===== src/rtl/core/bps_pkg.sv =====
// Package for the bitmap priority task scheduler core.
// Holds sizes, function and error codes, and the shared item, result and state types.
// No dependencies.
`default_nettype none
package bps_pkg;

  localparam int NUM_SLOTS  = 16;
  localparam int DELAY_BITS = 16;
  localparam int SLOT_W     = 4;
  localparam int FUNC_W     = 3;
  localparam int ERR_W      = 3;
  localparam int TOTAL_W    = $clog2(NUM_SLOTS + 1);

  localparam logic [SLOT_W-1:0] IDLE_SLOT = SLOT_W'(NUM_SLOTS - 1);

  localparam logic [FUNC_W-1:0] FN_INIT  = 3'd0;
  localparam logic [FUNC_W-1:0] FN_ADD   = 3'd1;
  localparam logic [FUNC_W-1:0] FN_DELAY = 3'd2;
  localparam logic [FUNC_W-1:0] FN_TICK  = 3'd3;
  localparam logic [FUNC_W-1:0] FN_RUN   = 3'd4;

  localparam logic [ERR_W-1:0] ERR_OK        = 3'd0;
  localparam logic [ERR_W-1:0] ERR_BAD_SLOT  = 3'd1;
  localparam logic [ERR_W-1:0] ERR_NOT_START = 3'd2;
  localparam logic [ERR_W-1:0] ERR_TAKEN     = 3'd3;
  localparam logic [ERR_W-1:0] ERR_TOO_MANY  = 3'd4;
  localparam logic [ERR_W-1:0] ERR_NO_READY  = 3'd5;

  typedef struct packed {
    logic [FUNC_W-1:0]     func;
    logic [SLOT_W-1:0]     task_slot;
    logic [DELAY_BITS-1:0] delay_ticks;
  } item_t;

  typedef struct packed {
    logic [SLOT_W-1:0]    next_task;
    logic                 switch_request;
    logic [NUM_SLOTS-1:0] ready_mask;
    logic [NUM_SLOTS-1:0] blocked_mask;
    logic [ERR_W-1:0]     error_code;
  } result_t;

  typedef struct packed {
    logic [NUM_SLOTS-1:0]                 ready;
    logic [NUM_SLOTS-1:0]                 blocked;
    logic [NUM_SLOTS-1:0]                 used;
    logic [NUM_SLOTS-1:0][DELAY_BITS-1:0] cnt;
    logic [TOTAL_W-1:0]                   total;
    logic [SLOT_W-1:0]                    running_slot;
    logic                                 running_valid;
    logic                                 started;
  } state_t;

endpackage
`default_nettype wire


===== src/rtl/core/bps_if.sv =====
// Valid/ready channel interfaces for the scheduler core.
// Payload widths come from bps_pkg.
`default_nettype none
interface bps_in_if;
  logic                           valid;
  logic                           ready;
  logic [bps_pkg::FUNC_W-1:0]     func;
  logic [bps_pkg::SLOT_W-1:0]     task_slot;
  logic [bps_pkg::DELAY_BITS-1:0] delay_ticks;

  modport source (output valid, func, task_slot, delay_ticks, input ready);
  modport sink (input valid, func, task_slot, delay_ticks, output ready);
endinterface

interface bps_out_if;
  logic                          valid;
  logic                          ready;
  logic [bps_pkg::SLOT_W-1:0]    next_task;
  logic                          switch_request;
  logic [bps_pkg::NUM_SLOTS-1:0] ready_mask;
  logic [bps_pkg::NUM_SLOTS-1:0] blocked_mask;
  logic [bps_pkg::ERR_W-1:0]     error_code;

  modport source (output valid, next_task, switch_request, ready_mask, blocked_mask,
                  error_code, input ready);
  modport sink (input valid, next_task, switch_request, ready_mask, blocked_mask,
                error_code, output ready);
endinterface
`default_nettype wire


===== src/rtl/core/bps_prio_enc.sv =====
// Find-first-set encoder: lowest set bit of the ready mask.
// Depends on bps_pkg.
`default_nettype none
module bps_prio_enc (
  input  wire logic [bps_pkg::NUM_SLOTS-1:0] mask,
  output logic                               found,
  output logic [bps_pkg::SLOT_W-1:0]         idx
);

  always_comb begin
    found = 1'b0;
    idx   = '0;
    for (int i = bps_pkg::NUM_SLOTS - 1; i >= 0; i--) begin
      if (mask[i]) begin
        found = 1'b1;
        idx   = bps_pkg::SLOT_W'(i);
      end
    end
  end

endmodule
`default_nettype wire


===== src/rtl/core/bps_step.sv =====
// Next-state and result logic for one scheduler transaction.
// Depends on bps_pkg and bps_prio_enc.
`default_nettype none
module bps_step (
  input  wire bps_pkg::state_t  st,
  input  wire bps_pkg::item_t   item,
  output bps_pkg::state_t       st_nxt,
  output bps_pkg::result_t      res
);

  logic [bps_pkg::NUM_SLOTS-1:0] rdy_c;
  logic                          found;
  logic [bps_pkg::SLOT_W-1:0]    pick;
  logic [bps_pkg::NUM_SLOTS-1:0] woke;
  logic [bps_pkg::NUM_SLOTS-1:0][bps_pkg::DELAY_BITS-1:0] cnt_dec;
  logic [bps_pkg::NUM_SLOTS-1:0] nr;
  logic                          do_add;
  logic                          add_started;
  logic [bps_pkg::SLOT_W-1:0]    add_s;
  logic                          do_choose;
  logic [bps_pkg::ERR_W-1:0]     err;

  bps_prio_enc u_enc (
    .mask  (rdy_c),
    .found (found),
    .idx   (pick)
  );

  always_comb begin
    for (int i = 0; i < bps_pkg::NUM_SLOTS; i++) begin
      cnt_dec[i] = st.cnt[i] - bps_pkg::DELAY_BITS'(1);
      woke[i]    = st.blocked[i] && (cnt_dec[i] == '0);
    end
    nr = st.ready & ~(bps_pkg::NUM_SLOTS'(1) << st.running_slot);

    do_add      = 1'b0;
    add_started = st.started;
    add_s       = item.task_slot;
    do_choose   = 1'b0;
    rdy_c       = st.ready;
    case (item.func)
      bps_pkg::FN_INIT: begin
        do_add      = 1'b1;
        add_started = 1'b1;
        add_s       = bps_pkg::IDLE_SLOT;
      end
      bps_pkg::FN_ADD: begin
        do_add = 1'b1;
      end
      bps_pkg::FN_DELAY: begin
        rdy_c = nr;
      end
      bps_pkg::FN_TICK: begin
        rdy_c     = st.ready | woke;
        do_choose = 1'b1;
      end
      bps_pkg::FN_RUN: begin
        do_choose = 1'b1;
      end
      default: begin
      end
    endcase
  end

  always_comb begin
    st_nxt = st;
    err    = bps_pkg::ERR_OK;
    res    = '0;
    res.next_task = st.running_slot;

    if (do_add) begin
      if (int'(add_s) >= bps_pkg::NUM_SLOTS) begin
        err = bps_pkg::ERR_BAD_SLOT;
      end else if (!add_started) begin
        err = bps_pkg::ERR_NOT_START;
      end else if (st.total >= bps_pkg::TOTAL_W'(bps_pkg::NUM_SLOTS - 1)) begin
        err = bps_pkg::ERR_TOO_MANY;
      end else if (st.used[add_s]) begin
        err = bps_pkg::ERR_TAKEN;
      end else begin
        st_nxt.used[add_s]  = 1'b1;
        st_nxt.ready[add_s] = 1'b1;
        st_nxt.cnt[add_s]   = '0;
        st_nxt.total        = st.total + bps_pkg::TOTAL_W'(1);
        st_nxt.started      = add_started;
      end
    end

    if (item.func == bps_pkg::FN_DELAY) begin
      if (!st.started || !st.running_valid) begin
        err = bps_pkg::ERR_NOT_START;
      end else if (!nr[bps_pkg::IDLE_SLOT]) begin
        err = bps_pkg::ERR_NO_READY;
      end else begin
        st_nxt.ready                    = nr;
        st_nxt.blocked[st.running_slot] = 1'b1;
        st_nxt.cnt[st.running_slot]     = item.delay_ticks;
        if (found) begin
          res.next_task         = pick;
          res.switch_request    = !st.running_valid || (st.running_slot != pick);
          st_nxt.running_slot   = pick;
          st_nxt.running_valid  = 1'b1;
        end else begin
          err = bps_pkg::ERR_NO_READY;
        end
      end
    end

    if (item.func == bps_pkg::FN_TICK) begin
      for (int i = 0; i < bps_pkg::NUM_SLOTS; i++) begin
        if (st.blocked[i]) begin
          st_nxt.cnt[i] = cnt_dec[i];
        end
      end
      st_nxt.ready   = st.ready | woke;
      st_nxt.blocked = st.blocked & ~woke;
    end

    if (do_choose) begin
      if (found) begin
        res.next_task        = pick;
        res.switch_request   = !st.running_valid || (st.running_slot != pick);
        st_nxt.running_slot  = pick;
        st_nxt.running_valid = 1'b1;
      end else begin
        err = bps_pkg::ERR_NO_READY;
      end
    end

    res.ready_mask   = st_nxt.ready;
    res.blocked_mask = st_nxt.blocked;
    res.error_code   = err;
  end

endmodule
`default_nettype wire


===== src/rtl/core/bitmap_priority_task_scheduler_core.sv =====
// Bitmap priority task scheduler core: input register, one-pass step logic, result register.
// The accepted transaction is held in the input register, its result then in the result register.
// Throughput: one transaction per cycle while the result channel is not stalled.
// Reset (rst_n low, synchronous): both stages empty, all scheduler state cleared.
// Depends on bps_pkg, bps_if and bps_step.
`default_nettype none
module bitmap_priority_task_scheduler_core (
  input  wire logic clk,
  input  wire logic rst_n,
  bps_in_if.sink    in_ch,
  bps_out_if.source out_ch
);

  logic             s1_v_r, s1_v_nxt;
  bps_pkg::item_t   s1_item_r;
  bps_pkg::state_t  st_r, st_nxt;
  logic             out_v_r, out_v_nxt;
  bps_pkg::result_t out_res_r;
  bps_pkg::result_t res_c;
  logic             advance;
  logic             in_fire;

  bps_step u_step (
    .st     (st_r),
    .item   (s1_item_r),
    .st_nxt (st_nxt),
    .res    (res_c)
  );

  assign advance      = s1_v_r && (!out_v_r || out_ch.ready);
  assign in_ch.ready  = !s1_v_r || advance;
  assign in_fire      = in_ch.valid && in_ch.ready;

  always_comb begin
    s1_v_nxt = in_fire ? 1'b1 : (advance ? 1'b0 : s1_v_r);
    if (advance) begin
      out_v_nxt = 1'b1;
    end else if (out_ch.ready) begin
      out_v_nxt = 1'b0;
    end else begin
      out_v_nxt = out_v_r;
    end
  end

  always_ff @(posedge clk) begin
    if (!rst_n) begin
      s1_v_r  <= 1'b0;
      out_v_r <= 1'b0;
      st_r    <= '0;
    end else begin
      s1_v_r  <= s1_v_nxt;
      out_v_r <= out_v_nxt;
      if (advance) begin
        st_r <= st_nxt;
      end
    end
  end

  always_ff @(posedge clk) begin
    if (in_fire) begin
      s1_item_r.func        <= in_ch.func;
      s1_item_r.task_slot   <= in_ch.task_slot;
      s1_item_r.delay_ticks <= in_ch.delay_ticks;
    end
    if (advance) begin
      out_res_r <= res_c;
    end
  end

  assign out_ch.valid          = out_v_r;
  assign out_ch.next_task      = out_res_r.next_task;
  assign out_ch.switch_request = out_res_r.switch_request;
  assign out_ch.ready_mask     = out_res_r.ready_mask;
  assign out_ch.blocked_mask   = out_res_r.blocked_mask;
  assign out_ch.error_code     = out_res_r.error_code;

endmodule
`default_nettype wire


===== src/flat_wrapper.sv =====
// flat-port wrapper written by rule: the top's interface ports become plain ports
module bitmap_priority_task_scheduler_core_flat 
  (clk, rst_n, in_ch_valid, in_ch_func, in_ch_task_slot, in_ch_delay_ticks, in_ch_ready, out_ch_valid, out_ch_next_task, out_ch_switch_request, out_ch_ready_mask, out_ch_blocked_mask, out_ch_error_code, out_ch_ready);
  bps_in_if in_ch_i ();
  bps_out_if out_ch_i ();
  input  wire logic clk;
  input  wire logic rst_n;
  input wire logic [$bits(in_ch_i.valid)-1:0] in_ch_valid;
  input wire logic [$bits(in_ch_i.func)-1:0] in_ch_func;
  input wire logic [$bits(in_ch_i.task_slot)-1:0] in_ch_task_slot;
  input wire logic [$bits(in_ch_i.delay_ticks)-1:0] in_ch_delay_ticks;
  output wire logic [$bits(in_ch_i.ready)-1:0] in_ch_ready;
  output wire logic [$bits(out_ch_i.valid)-1:0] out_ch_valid;
  output wire logic [$bits(out_ch_i.next_task)-1:0] out_ch_next_task;
  output wire logic [$bits(out_ch_i.switch_request)-1:0] out_ch_switch_request;
  output wire logic [$bits(out_ch_i.ready_mask)-1:0] out_ch_ready_mask;
  output wire logic [$bits(out_ch_i.blocked_mask)-1:0] out_ch_blocked_mask;
  output wire logic [$bits(out_ch_i.error_code)-1:0] out_ch_error_code;
  input wire logic [$bits(out_ch_i.ready)-1:0] out_ch_ready;
  assign in_ch_i.valid = in_ch_valid;
  assign in_ch_i.func = in_ch_func;
  assign in_ch_i.task_slot = in_ch_task_slot;
  assign in_ch_i.delay_ticks = in_ch_delay_ticks;
  assign in_ch_ready = in_ch_i.ready;
  assign out_ch_valid = out_ch_i.valid;
  assign out_ch_next_task = out_ch_i.next_task;
  assign out_ch_switch_request = out_ch_i.switch_request;
  assign out_ch_ready_mask = out_ch_i.ready_mask;
  assign out_ch_blocked_mask = out_ch_i.blocked_mask;
  assign out_ch_error_code = out_ch_i.error_code;
  assign out_ch_i.ready = out_ch_ready;
  bitmap_priority_task_scheduler_core u_core (.clk(clk), .rst_n(rst_n), .in_ch(in_ch_i), .out_ch(out_ch_i));
endmodule

===== config.mk =====
export PLATFORM = sky130hd
export DESIGN_NAME = bitmap_priority_task_scheduler_core_flat
export DESIGN_NICKNAME = d
export VERILOG_FILES = /design/src/rtl/core/bps_pkg.sv /design/src/rtl/core/bps_if.sv /design/src/rtl/core/bps_prio_enc.sv /design/src/rtl/core/bps_step.sv /design/src/rtl/core/bitmap_priority_task_scheduler_core.sv /design/src/flat_wrapper.sv
export SDC_FILE = /design/constraint.sdc
export NUM_CORES = 1
export LEC_CHECK = 0
export BUFFER_PORTS_ARGS = -buffer_cell sky130_fd_sc_hd__buf_2
export CAP_MARGIN = 5
export CORE_UTILIZATION = 55
export DETAILED_ROUTE_END_ITERATION = 8
export GPL_TIMING_DRIVEN = 0
export PLACE_DENSITY = 0.72
export SKIP_LAST_GASP = 1
export SYNTH_ARGS = -nofsm -noshare
export SYNTH_HDL_FRONTEND = slang
export SYNTH_HIERARCHICAL = 1
export SYNTH_SLANG_ARGS = --single-unit

===== constraint.sdc =====
create_clock -name clk -period 6.99 [get_ports clk]
set_input_delay 1.0485 -clock clk [delete_from_list [all_inputs] [get_ports clk]]
set_output_delay 1.0485 -clock clk [all_outputs]
set_load 0.02 [all_outputs]

==> summary.txt <==
==================================================================================================
TritonCTS clock tree ................................................................         done
Crit path time final ................................................................      6.29 ns
Total DRC errors in the routed layout ...............................................            0
Number of cells produced by synthesis ...............................................        3,722
Via count of the first global-routing pass ..........................................       25,700
Starting Density ....................................................................        55.6%
Site Rows ...........................................................................           82
Unrepaired setup endpoints after global routing .....................................        false
Post_cts resized ....................................................................            0
Bufs and invs on worst path .........................................................            4
Area grow syn2layout ................................................................        9.74%
Post-synthesis area per instance ....................................................    7.48 um^2
Status .............................................................................. finished with violations
Power density normalized to cell area ...............................................  165 nW/um^2
Delay of the slowest cell on the worst path .........................................      0.96 ns
Leading register cell type out of synthesis ......................................... sky130_fd_sc_hd__dfxtp_1
Part of the Yosys area used for sequential elements .................................        29.6%
Met3 routing resource usage after global routing ....................................        7.32%
Post-CTS setup repair buffer count ..................................................            0
Max frequency .......................................................................      159 MHz
Tightest Hold Check Type ............................................................ flip-flop to flip-flop
Cell chosen for the clock root ...................................................... sky130_fd_sc_hd__clkbuf_16
Tcrit/Tclk final ....................................................................        90.0%
Total setup violations reported at the end of the flow ..............................            0
Number of filler instances in the final layout ......................................        4,752
LEAKAGE .............................................................................      11.1 nW
Initial DRT Pass Iterations .........................................................            8
Number of pins with negative max-slew slack in the final report .....................           22
Most common cell after layout, fill and taps aside .................................. sky130_fd_sc_hd__nand2_1
Violations in the final reports ..................................................... capacitance limit, slew limit
Synthesis-stage register bit count ..................................................          380
Total of buffers placed on input and output ports ...................................           67
Finished Layout Cells ...............................................................        4,549
GR Util met1 ........................................................................        50.7%
Worst-Skew Late Latency .............................................................      0.59 ns
Setup CP Type ....................................................................... flip-flop to flip-flop
Placeable core region ...............................................................  50,100 um^2
Final setup skew ....................................................................    0.0173 ns
Kind of end point of the critical path ..............................................    flip-flop
Number of nets with antenna violations after detailed routing .......................            0
Die ar. .............................................................................  51,500 um^2
Post-detailed-placement half-perimeter wirelength ...................................      68.5 mm
GR Util met2 ........................................................................        55.5%
Startpoint type of the worst setup path .............................................    flip-flop
Max IR drop VDD .....................................................................   0.000197 V
# hold bufs at CTS ..................................................................            0
Via-to-Cell Ratio ...................................................................         6.43
Level count of the clock H-tree .....................................................            2
Crit-path cells ..................................................................... buf_2 > and3b_1 > clkbuf_1 > clkbuf_1 > clkbuf_1 > nand2_1 > nor4b_1 > nand4_1 > nand2_1 > a21oi_1 > o311a_2 > o22ai_1 > xor2_1 > nor3_1 > a31oi_1
I/O pins ............................................................................           69
Number of warnings printed during yosys synthesis ...................................            6
Required time at the worst-slack endpoint ...........................................      7.31 ns
Nets ................................................................................        3,900
Commonest non-fill, non-tap cells in the layout ..................................... sky130_fd_sc_hd__nand2_1 (904), sky130_fd_sc_hd__mux2i_1 (317), sky130_fd_sc_hd__dfxtp_1 (317)
Share of layout cells above drive strength 1 ........................................        7.79%
Clock transition time at the flip-flop clock pins of the worst setup and hold paths .      0.06 ns
Total instance count after detailed placement .......................................        4,464
Arrival time of data at the critical path endpoint ..................................      6.61 ns
Total chip power ....................................................................      5.04 mW
Accumulated negative setup slack ....................................................         0 ns
Tightest slew margin relative to the limit ..........................................       -9.31%
Antenna violations before repair ....................................................            3
Final Hold Fails ....................................................................            0
Cell with the largest stage delay on the worst path ................................. sky130_fd_sc_hd__clkbuf_1
Number of DRC markers in iteration 0 ................................................        3,958
CTS Buf Count .......................................................................           45
WL final ............................................................................      98.9 mm
Cell family contributing the most delay on the critical path ........................ buffers and inverters
Share of flip-flops with an asynchronous set or reset ...............................           0%
Most used routing layer .............................................................         met2
Number of distinct library cells after synthesis ....................................           94
Clock sink count ....................................................................          380
Die W ...............................................................................       227 um
Routability Congestion ..............................................................         1.00
Pin count of the biggest net entering global routing ................................           50
Most numerous cell on the critical path ............................................. sky130_fd_sc_hd__clkbuf_1
Wire length of the first global-routing pass ........................................       150 mm
Maximum fanout along the worst path .................................................           11
Net count after synthesis ...........................................................        3,783
Vertical die dimension ..............................................................       227 um
CTS Buffer Depth ....................................................................            3
Slew at the pin closest to its max-slew limit .......................................      1.64 ns
Post-DR wirelength/cell .............................................................      21.7 um
EDFF count, synth ...................................................................           63
Number of max-cap violations ........................................................            3
DR vias .............................................................................       29,300
Combined area of all synthesized cells ..............................................  27,800 um^2
Global-route usage over all layers ..................................................        37.6%
Remaining Overflow, GRT .............................................................            0
==================================================================================================
## flip-flops by register name, summed over array words and instances, names as in the netlist
name / flops
u_core/st_r: 315
u_core/out_ch.error_code: 3
u_core/out_ch.blocked_mask: 16
u_core/out_ch.valid: 1
u_core/out_ch.ready_mask: 16
u_core/out_ch.switch_request: 1
u_core/out_ch.next_task: 4
u_core/s1_v_r: 1
u_core/s1_item_r: 23
## path summary, 6_finish.rpt
path,cells past startpoint,startpoint,endpoint,slack (ns)
max reg2reg,15,u_core/s1_item_r[20],u_core/out_ch.switch_request,0.70
min reg2reg,2,u_core/st_r[55],u_core/st_r[55],0.45
max,15,u_core/s1_item_r[20],u_core/out_ch.switch_request,0.70
min,2,u_core/st_r[55],u_core/st_r[55],0.45
## worst min-delay path, cell delays in order, from the launching register on
cell and delay, ns:
sky130_fd_sc_hd__dfxtp_1 0.31, sky130_fd_sc_hd__nand2_1 0.05, sky130_fd_sc_hd__mux2i_1 0.05
## per-stage QoR
stage	cell area (um^2)	setup WS, ns	hold WS [ns]	utilization (%)
after CTS	30500	1.08	0.457	61.0
after global routing	30500	0.701	0.465	61.0
after detailed placement	29100	1.12	0.445	58.0
after floorplan	27800	3.29	0.434	-
final	30500	0.702	0.455	61.0
after global placement	29000	1.13	0.441	57.9
## kinds of logic after synthesis
family | after synthesis | share of synthesized area (%)
AOI/OAI and AO/OA | 744 | 18.3
and+or+nand+nor | 1802 | 30.3
adders and majority gates | 34 | 1.53
muxes | 324 | 11.7
buffers and inverters | 367 | 6.41
DFF | 380 | 29.6
xor gates and xnor gates | 71 | 2.23
## synth_stat cells (23+ instances only)
cell / count / area [um^2]
sky130_fd_sc_hd__nand2b_1: 23 / 144
sky130_fd_sc_hd__dfxtp_1: 317 / 6350
sky130_fd_sc_hd__mux2i_1: 317 / 3170
sky130_fd_sc_hd__buf_6: 29 / 327
sky130_fd_sc_hd__a31oi_1: 29 / 181
sky130_fd_sc_hd__buf_4: 44 / 330
sky130_fd_sc_hd__o211ai_1: 30 / 225
sky130_fd_sc_hd__or3_1: 42 / 263
sky130_fd_sc_hd__a22oi_1: 26 / 195
sky130_fd_sc_hd__nor3_1: 150 / 751
sky130_fd_sc_hd__nor4_1: 53 / 332
sky130_fd_sc_hd__xnor2_1: 46 / 403
sky130_fd_sc_hd__clkbuf_1: 197 / 739
sky130_fd_sc_hd__o21ai_0: 220 / 1100
sky130_fd_sc_hd__edfxtp_1: 63 / 1890
sky130_fd_sc_hd__or4_1: 30 / 225
sky130_fd_sc_hd__and2_1: 25 / 156
sky130_fd_sc_hd__nand2_1: 904 / 3390
sky130_fd_sc_hd__xor2_1: 25 / 219
sky130_fd_sc_hd__ha_1: 34 / 425
sky130_fd_sc_hd__a221o_1: 87 / 871
sky130_fd_sc_hd__nand4_1: 39 / 244
sky130_fd_sc_hd__inv_1: 64 / 240
sky130_fd_sc_hd__nand3_1: 77 / 385
sky130_fd_sc_hd__nor2_1: 284 / 1070
sky130_fd_sc_hd__a21oi_1: 129 / 646
## per-layer routing
| metal | share of wire, % | wire length, um |
|---|---|---|
| met1 | 41 | 40600 |
| met2 | 42 | 41100 |
| met3 | 11 | 10700 |
| met4 | 6.6 | 6480 |
| met5 | 0.033 | 33 |
## layout make-up
cell class              count  area [um^2]  area share (%)
diodes                      2         5.00          0.0164
plain buffers             303         1550            5.07
clock buffers              68         1330            4.34
clock inverters            15          154           0.504
inverters                  64          240           0.786
multi-input cells        2975        17800            58.3
flip-flops and latches    380         8240            27.0
well taps                 672          841            2.75
repair buffers             70          380            1.25
## where the power goes
part	internal [mW]	switching, mW	leakage [nW]
registers	2.24	0.0322	3.16
logic	0.102	0.276	7.17
clock network	1.42	0.968	0.733
No activity file was read; power rests on OpenSTA's default activity.
